**config.mk**
```make
export PLATFORM = sky130hd
export DESIGN_NAME = csv_field_tokenizer
export DESIGN_NICKNAME = d
export VERILOG_FILES = /design/src/rtl/cft_pkg.sv /design/src/rtl/cft_step.sv /design/src/rtl/csv_field_tokenizer.sv
export SDC_FILE = /design/constraint.sdc
export NUM_CORES = 1
export LEC_CHECK = 0
export ABC_CLOCK_PERIOD_IN_PS = 2200
export BUFFER_PORTS_ARGS = -buffer_cell sky130_fd_sc_hd__buf_4
export CAP_MARGIN = 30
export CORE_MARGIN = 3
export CORE_UTILIZATION = 35
export DETAILED_ROUTE_END_ITERATION = 7
export SKIP_LAST_GASP = 1
export SYNTH_ARGS = -nofsm -noshare
export SYNTH_HDL_FRONTEND = slang
export SYNTH_SLANG_ARGS = --single-unit
```
**constraint.sdc**
```tcl
create_clock -name clk_i -period 2.2 [get_ports clk_i]
set_input_delay 0.22 -clock clk_i [delete_from_list [all_inputs] [get_ports clk_i]]
set_output_delay 0.22 -clock clk_i [all_outputs]
set_load 0.005 [all_outputs]
```
**src/rtl/cft_pkg.sv**
```systemverilog
// ----------------------------------------------------------------------------
// cft_pkg
// shared types and constants of the csv field tokenizer
// ----------------------------------------------------------------------------
package cft_pkg;

  // result kinds
  typedef enum logic [2:0] {
    KIND_BYTE = 3'd0,
    KIND_CELL = 3'd1,
    KIND_ROW  = 3'd2,
    KIND_DONE = 3'd3,
    KIND_ERR  = 3'd4
  } kind_e;

  localparam logic [7:0] CH_QUOTE = 8'h22;
  localparam logic [7:0] CH_COMMA = 8'h2C;
  localparam logic [7:0] CH_NL    = 8'h0A;
  localparam logic [7:0] CH_CR    = 8'h0D;
  localparam logic [7:0] CH_SPACE = 8'h20;
  localparam logic [7:0] CH_TAB   = 8'h09;

  // result slots of one item, in delivery order
  localparam int unsigned SLOT_CR    = 0;
  localparam int unsigned SLOT_BYTE  = 1;
  localparam int unsigned SLOT_CELLA = 2;
  localparam int unsigned SLOT_CELLB = 3;
  localparam int unsigned SLOT_ROW   = 4;
  localparam int unsigned SLOT_TAIL  = 5;
  localparam int unsigned NumSlots   = 6;

  typedef struct packed {
    logic inside_quotes;
    logic quote_pending;
    logic held_return;
    logic cell_started;
    logic row_started;
    logic row_nonblank;
  } cft_state_t;

  // pending results of one item
  typedef struct packed {
    logic [NumSlots-1:0] mask;
    logic [7:0]          text_byte;
    logic                row_flag;
    logic                tail_err;
  } cft_group_t;

  function automatic logic is_space(input logic [7:0] b);
    return (b == CH_SPACE) || ((b >= CH_TAB) && (b <= CH_CR));
  endfunction

endpackage

```
**src/rtl/cft_step.sv**
```systemverilog
// ----------------------------------------------------------------------------
// cft_step
// decodes one text byte against the tokenizer state into the next state
// and the set of results the byte causes
// ----------------------------------------------------------------------------
module cft_step (
  input  logic [7:0]          byte_i,
  input  logic                final_i,
  input  cft_pkg::cft_state_t state_i,
  output cft_pkg::cft_state_t state_o,
  output cft_pkg::cft_group_t group_o
);
  import cft_pkg::*;

  cft_state_t st;
  cft_group_t g;
  logic       take;
  logic       used;
  logic       do_cell;
  logic       do_row;

  always_comb begin
    st      = state_i;
    g       = '0;
    g.text_byte = byte_i;
    take    = 1'b0;
    used    = 1'b0;
    do_cell = 1'b0;
    do_row  = 1'b0;

    // a quote seen inside quotes is either doubled or closes the quotes
    if (st.inside_quotes && st.quote_pending) begin
      st.quote_pending = 1'b0;
      if (byte_i == CH_QUOTE) begin
        take = 1'b1;
        used = 1'b1;
      end else begin
        st.inside_quotes = 1'b0;
      end
    end

    if (!used) begin
      if (st.inside_quotes) begin
        if (byte_i == CH_QUOTE) begin
          st.quote_pending = 1'b1;
        end else begin
          take = 1'b1;
        end
      end else if (byte_i == CH_QUOTE) begin
        st.inside_quotes = 1'b1;
      end else if (byte_i == CH_COMMA) begin
        do_cell = 1'b1;
      end else if (byte_i == CH_NL) begin
        do_cell = 1'b1;
        do_row  = 1'b1;
      end else begin
        take = 1'b1;
      end
    end

    if (take) begin
      g.mask[SLOT_CR] = st.held_return;
      if (byte_i == CH_CR) begin
        st.held_return = 1'b1;
      end else begin
        st.held_return = 1'b0;
        g.mask[SLOT_BYTE] = 1'b1;
        if (!is_space(byte_i)) begin
          st.row_nonblank = 1'b1;
        end
      end
      st.cell_started = 1'b1;
    end

    if (do_cell) begin
      st.held_return = 1'b0;
      g.mask[SLOT_CELLA] = 1'b1;
      st.cell_started = 1'b0;
      st.row_started  = 1'b1;
    end

    if (do_row) begin
      g.mask[SLOT_ROW] = 1'b1;
      g.row_flag       = st.row_nonblank;
      st.row_started   = 1'b0;
      st.row_nonblank  = 1'b0;
    end

    if (final_i) begin
      g.mask[SLOT_TAIL] = 1'b1;
      if (st.inside_quotes && !st.quote_pending) begin
        g.tail_err = 1'b1;
      end else if (st.cell_started || st.row_started) begin
        g.mask[SLOT_CELLB] = 1'b1;
        g.mask[SLOT_ROW]   = 1'b1;
        g.row_flag         = st.row_nonblank;
      end
      st = '0;
    end
  end

  assign state_o = st;
  assign group_o = g;

endmodule

```
**src/rtl/csv_field_tokenizer.sv**
```systemverilog
// ----------------------------------------------------------------------------
// csv_field_tokenizer
// streaming csv tokenizer: text bytes in, cell bytes and cell/row markers out
// ----------------------------------------------------------------------------
// Input channel s_axis: one byte of csv text per item in tdata[7:0], tlast
// high on the byte that ends the text. Output channel m_axis: one result per
// item, tuser the result kind (byte, end of cell, end of row, done, quote
// error), tdata the cell byte and the row content flag, tlast high on the
// last result caused by one input byte.
// Pipeline: input register, decode into a result group register, output
// register. A byte is taken every cycle as long as each byte causes at
// most one result and m_axis_tready stays high; a byte causing more than
// one result holds the group register until its last result is loaded into
// the output register (at most five, a byte that also ends the text), and
// the group register absorbs one such burst while the output register waits.
// Reset clears the quote, cell and row state and empties all stages. When
// m_axis_tready is low the output register holds, the group register fills,
// then the input register, and s_axis_tready drops. After the final byte
// the state returns to its reset value for the next text. On a quote error
// the downstream side drops what it took for that text.
// ----------------------------------------------------------------------------
module csv_field_tokenizer (
  input  logic        clk_i,
  input  logic        rst_ni,
  input  logic        s_axis_tvalid,
  output logic        s_axis_tready,
  input  logic [7:0]  s_axis_tdata,   // [7:0] text_byte
  input  logic        s_axis_tlast,   // final_byte
  output logic        m_axis_tvalid,
  input  logic        m_axis_tready,
  output logic [15:0] m_axis_tdata,   // [7:0] cell_byte, [8] row_has_content
  output logic [2:0]  m_axis_tuser,   // [2:0] kind
  output logic        m_axis_tlast    // last_of_run
);
  import cft_pkg::*;

  // input register
  logic       in_valid_q;
  logic [7:0] in_byte_q;
  logic       in_final_q;

  cft_state_t state_q, state_d;
  cft_group_t grp_q, grp_d;

  logic                out_valid_q;
  logic [2:0]          out_kind_q;
  logic [7:0]          out_byte_q;
  logic                out_flag_q;
  logic                out_last_q;

  logic [NumSlots-1:0] pick;
  logic [NumSlots-1:0] rest;
  logic                out_load;
  logic                grp_free;
  logic                move;
  logic [2:0]          sel_kind;
  logic [7:0]          sel_byte;
  logic                sel_flag;

  cft_step u_step (
    .byte_i  (in_byte_q),
    .final_i (in_final_q),
    .state_i (state_q),
    .state_o (state_d),
    .group_o (grp_d)
  );

  // lowest pending slot goes out next
  assign pick     = grp_q.mask & (~grp_q.mask + NumSlots'(1));
  assign rest     = grp_q.mask & ~pick;
  assign out_load = (grp_q.mask != '0) && (!out_valid_q || m_axis_tready);
  assign grp_free = (grp_q.mask == '0) || (out_load && (rest == '0));
  assign move     = in_valid_q && grp_free;

  assign s_axis_tready = !in_valid_q || move;

  always_comb begin
    sel_kind = KIND_BYTE;
    sel_byte = 8'h00;
    sel_flag = 1'b0;
    if (pick[SLOT_CR]) begin
      sel_byte = CH_CR;
    end else if (pick[SLOT_BYTE]) begin
      sel_byte = grp_q.text_byte;
    end else if (pick[SLOT_CELLA] || pick[SLOT_CELLB]) begin
      sel_kind = KIND_CELL;
    end else if (pick[SLOT_ROW]) begin
      sel_kind = KIND_ROW;
      sel_flag = grp_q.row_flag;
    end else if (grp_q.tail_err) begin
      sel_kind = KIND_ERR;
    end else begin
      sel_kind = KIND_DONE;
    end
  end

  always_ff @(posedge clk_i or negedge rst_ni) begin
    if (!rst_ni) begin
      in_valid_q <= 1'b0;
    end else if (s_axis_tvalid && s_axis_tready) begin
      in_valid_q <= 1'b1;
    end else if (move) begin
      in_valid_q <= 1'b0;
    end
  end

  always_ff @(posedge clk_i) begin
    if (s_axis_tvalid && s_axis_tready) begin
      in_byte_q  <= s_axis_tdata;
      in_final_q <= s_axis_tlast;
    end
  end

  always_ff @(posedge clk_i or negedge rst_ni) begin
    if (!rst_ni) begin
      state_q <= '0;
    end else if (move) begin
      state_q <= state_d;
    end
  end

  always_ff @(posedge clk_i or negedge rst_ni) begin
    if (!rst_ni) begin
      grp_q <= '0;
    end else if (move) begin
      grp_q <= grp_d;
    end else if (out_load) begin
      grp_q.mask <= rest;
    end
  end

  always_ff @(posedge clk_i or negedge rst_ni) begin
    if (!rst_ni) begin
      out_valid_q <= 1'b0;
    end else if (out_load) begin
      out_valid_q <= 1'b1;
    end else if (m_axis_tready) begin
      out_valid_q <= 1'b0;
    end
  end

  always_ff @(posedge clk_i) begin
    if (out_load) begin
      out_kind_q <= sel_kind;
      out_byte_q <= sel_byte;
      out_flag_q <= sel_flag;
      out_last_q <= (rest == '0);
    end
  end

  assign m_axis_tvalid = out_valid_q;
  assign m_axis_tuser  = out_kind_q;
  assign m_axis_tdata  = {7'd0, out_flag_q, out_byte_q};
  assign m_axis_tlast  = out_last_q;

`ifndef SYNTH
  // done and error always close the run of one byte
  assert property (@(posedge clk_i) disable iff (!rst_ni)
    m_axis_tvalid && (m_axis_tuser == KIND_DONE || m_axis_tuser == KIND_ERR)
      |-> m_axis_tlast)
    else $error("done or error not marked last");

  // marker results carry no cell byte
  assert property (@(posedge clk_i) disable iff (!rst_ni)
    m_axis_tvalid && (m_axis_tuser != KIND_BYTE) |-> (m_axis_tdata[7:0] == 8'h00))
    else $error("marker result with nonzero cell byte");

  // a byte never causes more than five results
  assert property (@(posedge clk_i) disable iff (!rst_ni)
    $countones(grp_q.mask) <= 5)
    else $error("result group overfull");

  // the state is back at reset once a final byte has been decoded
  assert property (@(posedge clk_i) disable iff (!rst_ni)
    move && in_final_q |=> (state_q == '0))
    else $error("state not cleared after final byte");

  // a byte waiting in the input register for decode is not lost
  assert property (@(posedge clk_i) disable iff (!rst_ni)
    in_valid_q && !move |=> in_valid_q && $stable(in_byte_q))
    else $error("input item dropped before decode");
`endif

endmodule

```
Word-level counts from Yosys, hierarchy flattened
Index checks and enable logic that the tools add are counted.
Cells by class
  muxes and demuxes: 53
  equality and inequality tests: 5
  add/subtract/negate cells: 1
  bitwise gates (word level): 6
  reductions and logical operators: 29
  $lt $le $gt $ge: 2
Operators with widths (number)
  $mux W1: 37
  $eq A8 B6 Y1 const B: 3
  $mux W2: 9
  $mux W6: 3
  $eq A8 B4 Y1 const B: 2
  $and A6 B6 Y6: 2
  $logic_not A6 Y1: 2
  $not A6 Y6: 2
  $mux W3: 3
  $ge A8 B4 Y1 const B: 1
  $le A8 B4 Y1 const B: 1
  $reduce_or A4 Y1: 2
  $logic_and A1 B1 Y1: 7
  $add A6 B1 Y6 const B: 1
  $logic_or A1 B1 Y1: 6
  $reduce_bool A2 Y1: 3
  $reduce_bool A6 Y1: 1
  $mux W4: 1
  $reduce_or A2 Y1: 2
  $logic_not A1 Y1: 3
  $reduce_bool A3 Y1: 1
  $reduce_or A3 Y1: 1
  $not A1 Y1: 2
  $reduce_and A2 Y1: 1
Storage, ports and cells
  word-level logic and storage cells: 117
  output and inout bits: 22
  input bits: 13
  flip-flop bits (word level): 46

Depth between registers and ports, before layout
  word-level depth: 14
  depth in mapped cells: 7
  gate-level depth less buffers: 5

By module
Synthesis repeated with hierarchy kept, for this count alone.
Second synthesis, totals
  cell total of the unflattened synthesis: 210
  area total of the unflattened synthesis: 2497.4 um2
By module, submodules not included
  csv_field_tokenizer: area an instance 1939.4 um2, seq. area each 1261.2 um2, cells an instance 133, times used 1
  cft_step: area an instance 558.0 um2, seq. area each 0.0 um2, cells an instance 77, times used 1

Worst setup path before layout
OpenSTA, ideal clock, no wires.
  path type: register to register
  from: register grp_q[13] (netlist bit)
  to: register in_byte_q[0] (enable)
  path buffers: 0
  slack: 195 ps
  period minus slack after synthesis: 2005 ps
  stages on the path, launching flop included: 6
  required time: 1863 ps
  data arrival time: 1668 ps
  library setup time: 337 ps
  cells stage by stage: dfrtp_1 -> or4_4 -> a21oi_4 -> nand2_1 -> o211ai_1 -> and2_1
Between the ends
  word-level cells in the longest chain between the ends: 11
  elaborated cells on any way between the ends: 14
  classes of those cells: 1 x add/sub; 4 x bitwise; 9 x reduce/logical
RTL lines
  start: declaration: line csv_field_tokenizer.sv:43  | cft_group_t grp_q, grp_d;
  start signal: assignment: line csv_field_tokenizer.sv:126  | grp_q <= grp_d;
  $not A6 Y6: line csv_field_tokenizer.sv:69  | assign pick = grp_q.mask & (~grp_q.mask + NumSlots'(1));
  $add A6 B1 Y6: line csv_field_tokenizer.sv:69
  $and A6 B6 Y6: line csv_field_tokenizer.sv:69
  $not A6 Y6: line csv_field_tokenizer.sv:70  | assign rest = grp_q.mask & ~pick;
  $and A6 B6 Y6: line csv_field_tokenizer.sv:70
  $logic_not A6 Y1: line csv_field_tokenizer.sv:72  | assign grp_free = (grp_q.mask == '0) || (out_load && (rest == '0));
  $logic_and A1 B1 Y1: line csv_field_tokenizer.sv:72
  $logic_or A1 B1 Y1 (*): line csv_field_tokenizer.sv:72
  $logic_and A1 B1 Y1 (*): line csv_field_tokenizer.sv:73  | assign move = in_valid_q && grp_free;
  $logic_or A1 B1 Y1 (*): line csv_field_tokenizer.sv:75  | assign s_axis_tready = !in_valid_q || move;
  via s_axis_tready: line csv_field_tokenizer.sv:26  | output logic s_axis_tready,
  $logic_and A1 B1 Y1 (*): line csv_field_tokenizer.sv:108  | if (s_axis_tvalid && s_axis_tready) begin
  end signal: assignment: line csv_field_tokenizer.sv:109  | in_byte_q <= s_axis_tdata;
  end: declaration: line csv_field_tokenizer.sv:39  | logic [7:0] in_byte_q;
The timed path passes the listed nets; every way through them passes the cells marked *.
A chain may end at the register's enable or synchronous reset.

Worst setup path in the final report
  from: register grp_q[13] (netlist bit)
  to: register grp_q[1] (netlist bit)
Between the ends
  word-level cells in the longest chain between the ends: 9
  elaborated cells on any way between the ends: 12
  classes of those cells: 1 x add/sub; 4 x bitwise; 7 x reduce/logical
RTL lines (line)
  $not A6 Y6: csv_field_tokenizer.sv:69
  $add A6 B1 Y6: csv_field_tokenizer.sv:69
  $and A6 B6 Y6: csv_field_tokenizer.sv:69
  $not A6 Y6: csv_field_tokenizer.sv:70
  $and A6 B6 Y6: csv_field_tokenizer.sv:70
  $logic_not A6 Y1: csv_field_tokenizer.sv:72
  $logic_and A1 B1 Y1: csv_field_tokenizer.sv:72
  $logic_or A1 B1 Y1 (*): csv_field_tokenizer.sv:72
  $logic_and A1 B1 Y1 (*): csv_field_tokenizer.sv:73
Mark *: on every way between the ends. The rest lies on a longest branch, timed or not.

==> metrics.txt <==
r2r endpoint=grp_q[1]; vias in the first global route=~1,500; drt first pass iters=5; Synth Warn #=0; Die Wd=84.6 um; Reg-to-Reg Start=grp_q[13]; final setup vio count=0; Worst R2R Path Depth=5; Hold Crit Depth=1; Post-Syn Instances=177; Port-buffer cells=27; status=completed; Max IR drop VDD=0.600 mV; Distinct cells, synth=48; Mapped Area=2160 sq um; Die Y=84.6 um; Critical Path End Type=register; period utilization=about 95%; gr ovfl total=0; flop-to-flop setup slack=0.11 ns; Critical Path AT=2.28 ns; Crit Path Max Fanout=24; largest net degree at the start of global routing=25; core area=between 5000 and 6000 sq um; clk sink count=between 40 and 50; Worst EP required=2.39 ns; Min-Delay Endpoint=in_final_q; post-CTS setup buffers=0; CP Launch Type=register; Antenna Nets Post-Route=0; wire per inst=13.6 um; CTS tree=done; Slew HR=49.1%; clk buf depth=2; layout cell share with drive strength beyond 1=30.9%; final slew viol count=0; CP Class=reg2reg; #FFs+latches synth=46; DRT Wirelength=4.00 mm; Root Buffer=clkbuf_8; final instance area=2650 sq um; Synth Flop Type=dfrtp_1; Inserted Clock Buffers=5; RD Place Congestion=0.766; Rows=27; Leakage=1.12 nW; hpwl dp=slightly above 3 mm; num ports=35; GRT Total Usage=around an eighth; # diodes=0; Buf/Inv on CP=1; NumNets Final=235; Fillers=539; Max stage delay cell, worst path=or4_4; Syn-to-layout area delta=22.7%; synthesized area per cell=between 10 and 15 sq um; RSZ-0062 raised after global routing=false; slowest stage delay, CP=0.56 ns; DRC=0; Worst path depth=5; Die ar.=a little over 7000 sq um; crit path time final=2.09 ns; fmax=479 MHz; clk_lat worst skew=a little under 0.3 ns; power density over the cells=1310 nW/um^2; Worst-Margin Slew=0.764 ns; HP Class=in2reg; final hold viol count=0; initial antenna violation count=0; min-delay src=s_axis_tlast; Post-DP Area=2530 sq um; Top delay family on crit path=compound AO/OA/AOI/OAI gates; Clock Pin Slew Worst Setup and Hold Paths=~0.090 ns; via/cell ratio=around 4.9; initial DRC count=55; CTS H-Tree Depth=2; crit-path cells=or4_4 > a21oi_4 > a32oi_4 > buf_4 > o41ai_2; Total Neg Setup Slack=0 ns; Post-synth EDFFs=22; asr flop ratio synth=between 50% and 60%; Final Skew=0.0117 ns; MaxCap Viol Count=0; post-synthesis sequential area ratio=58.4%; Initial Utilization=37.6%; via count=roughly 1,500; first-pass GRT wire length=7.06 mm
[worst max path at each step]
stage,slack [ns],end,startpoint
after floorplan,0.20,in_byte_q[0],grp_q[13]
after global placement,0.08,grp_q[9],m_axis_tready
after detailed placement,0.07,grp_q[5],m_axis_tready
after CTS,0.04,grp_q[1],m_axis_tvalid
after global routing,0.02,state_q[1],m_axis_tvalid
final,0.11,grp_q[1],grp_q[13]
[report_power, final]
group / leakage (nW) / internal, mW / switching (mW) / total, mW
Combinational: 0.562 / 0.740 / 0.666 / 1.41
Sequential: 0.511 / 1.29 / 0.167 / 1.46
Clock: 0.0514 / 0.339 / 0.271 / 0.610
Total: 1.12 / 2.37 / 1.10 / 3.47
[logic make-up (layout without fill, tap and decap cells)]
group,after synthesis,count (layout),synth area share (%)
mux,9,9,4.64
compound gates,43,43,15.8
buf+inv,16,56,4.69
simple gates,61,61,15.9
xor+xnor,1,1,0.406
flops,46,46,58.4
other cells,1,7,0.174
[layout make-up]
cell class	count	area [sq um]	share of cell area, %
inverter	2	7.51	0.283
sequential	46	1260	47.6
timing repair buffer	46	360	13.6
tap	72	90.1	3.40
multi-input combinational	121	820	30.9
clock buffer	6	72.6	2.74
clock inverter	2	37.5	1.42
[cells in the mapped netlist, types with 2 or more instances]
cell type,instances,share of area [%]
nor2b_1,4,1.2
edfxtp_1,22,31
buf_4,8,2.8
buf_2,3,0.70
nand2b_1,5,1.4
nand2_1,10,1.7
and2_1,8,2.3
a211oi_1,2,0.70
o31ai_1,5,1.7
nor4_1,2,0.58
a21oi_1,8,1.9
inv_1,2,0.35
and3b_1,2,0.81
nor2_1,12,2.1
o41ai_2,3,2.3
nor3_1,4,0.93
dfrtp_1,24,28
nor3b_1,3,1.0
o21ai_0,8,1.9
a21o_1,6,2.1
and3_1,2,0.58
mux2_2,8,4.2
[state kept, by name, indices dropped and copies added (netlist names)]
register       count
grp_q             16
in_byte_q          8
out_byte_q         8
state_q            6
m_axis_tuser       3
in_final_q         1
in_valid_q         1
m_axis_tlast       1
m_axis_tvalid      1
out_flag_q         1
[per-stage QoR]
| step | total power [mW] | util (%) | hold slack [ns] | cells | worst slack, ns |
|---|---|---|---|---|---|
| finish | 3.47 | 46.1 | 0.105 | 295 | 0.113 |
| global placement | 2.86 | 44.0 | 0.149 | 286 | 0.0821 |
| CTS | 3.52 | 46.1 | 0.0987 | 295 | 0.0417 |
| detailed placement | 2.90 | 44.0 | 0.150 | 286 | 0.0697 |
| floorplan | 2.35 | - | -0.0756 | 183 | 0.195 |
| global route | 3.74 | 46.1 | 0.0925 | 295 | 0.0168 |
[timing repair]
action	CTS	global route
gates resized for setup	0	1
hold buffers	1	0
endpoints found under the hold margin	24	0
setup endpoints to repair	0	22
[cell usage in the layout (no fill, tap or decap), types with 2 or more instances in the layout]
cell,instances
buf_4,44
dfrtp_1,24
edfxtp_1,22
nor2_1,12
nand2_1,10
a21oi_1,8
and2_1,8
mux2_2,8
o21ai_0,7
conb_1,7
a21o_1,6
nand2b_1,5
o31ai_1,5
clkbuf_8,5
nor2b_1,4
nor3_1,4
nor3b_1,3
o41ai_2,3
nor4_1,2
a211oi_1,2
and3b_1,2
inv_1,2
and3_1,2
[per-layer routing]
metal	part of all wire [%]	GRT usage [%]	vias up
met1	47	15.9	683
met3	4.4	2.85	6
met4	1.6	4.75	0
met5	0	0	-
met2	47	19.9	37
li1	-	-	728
Note: power is estimated with default switching activity, not from simulation.
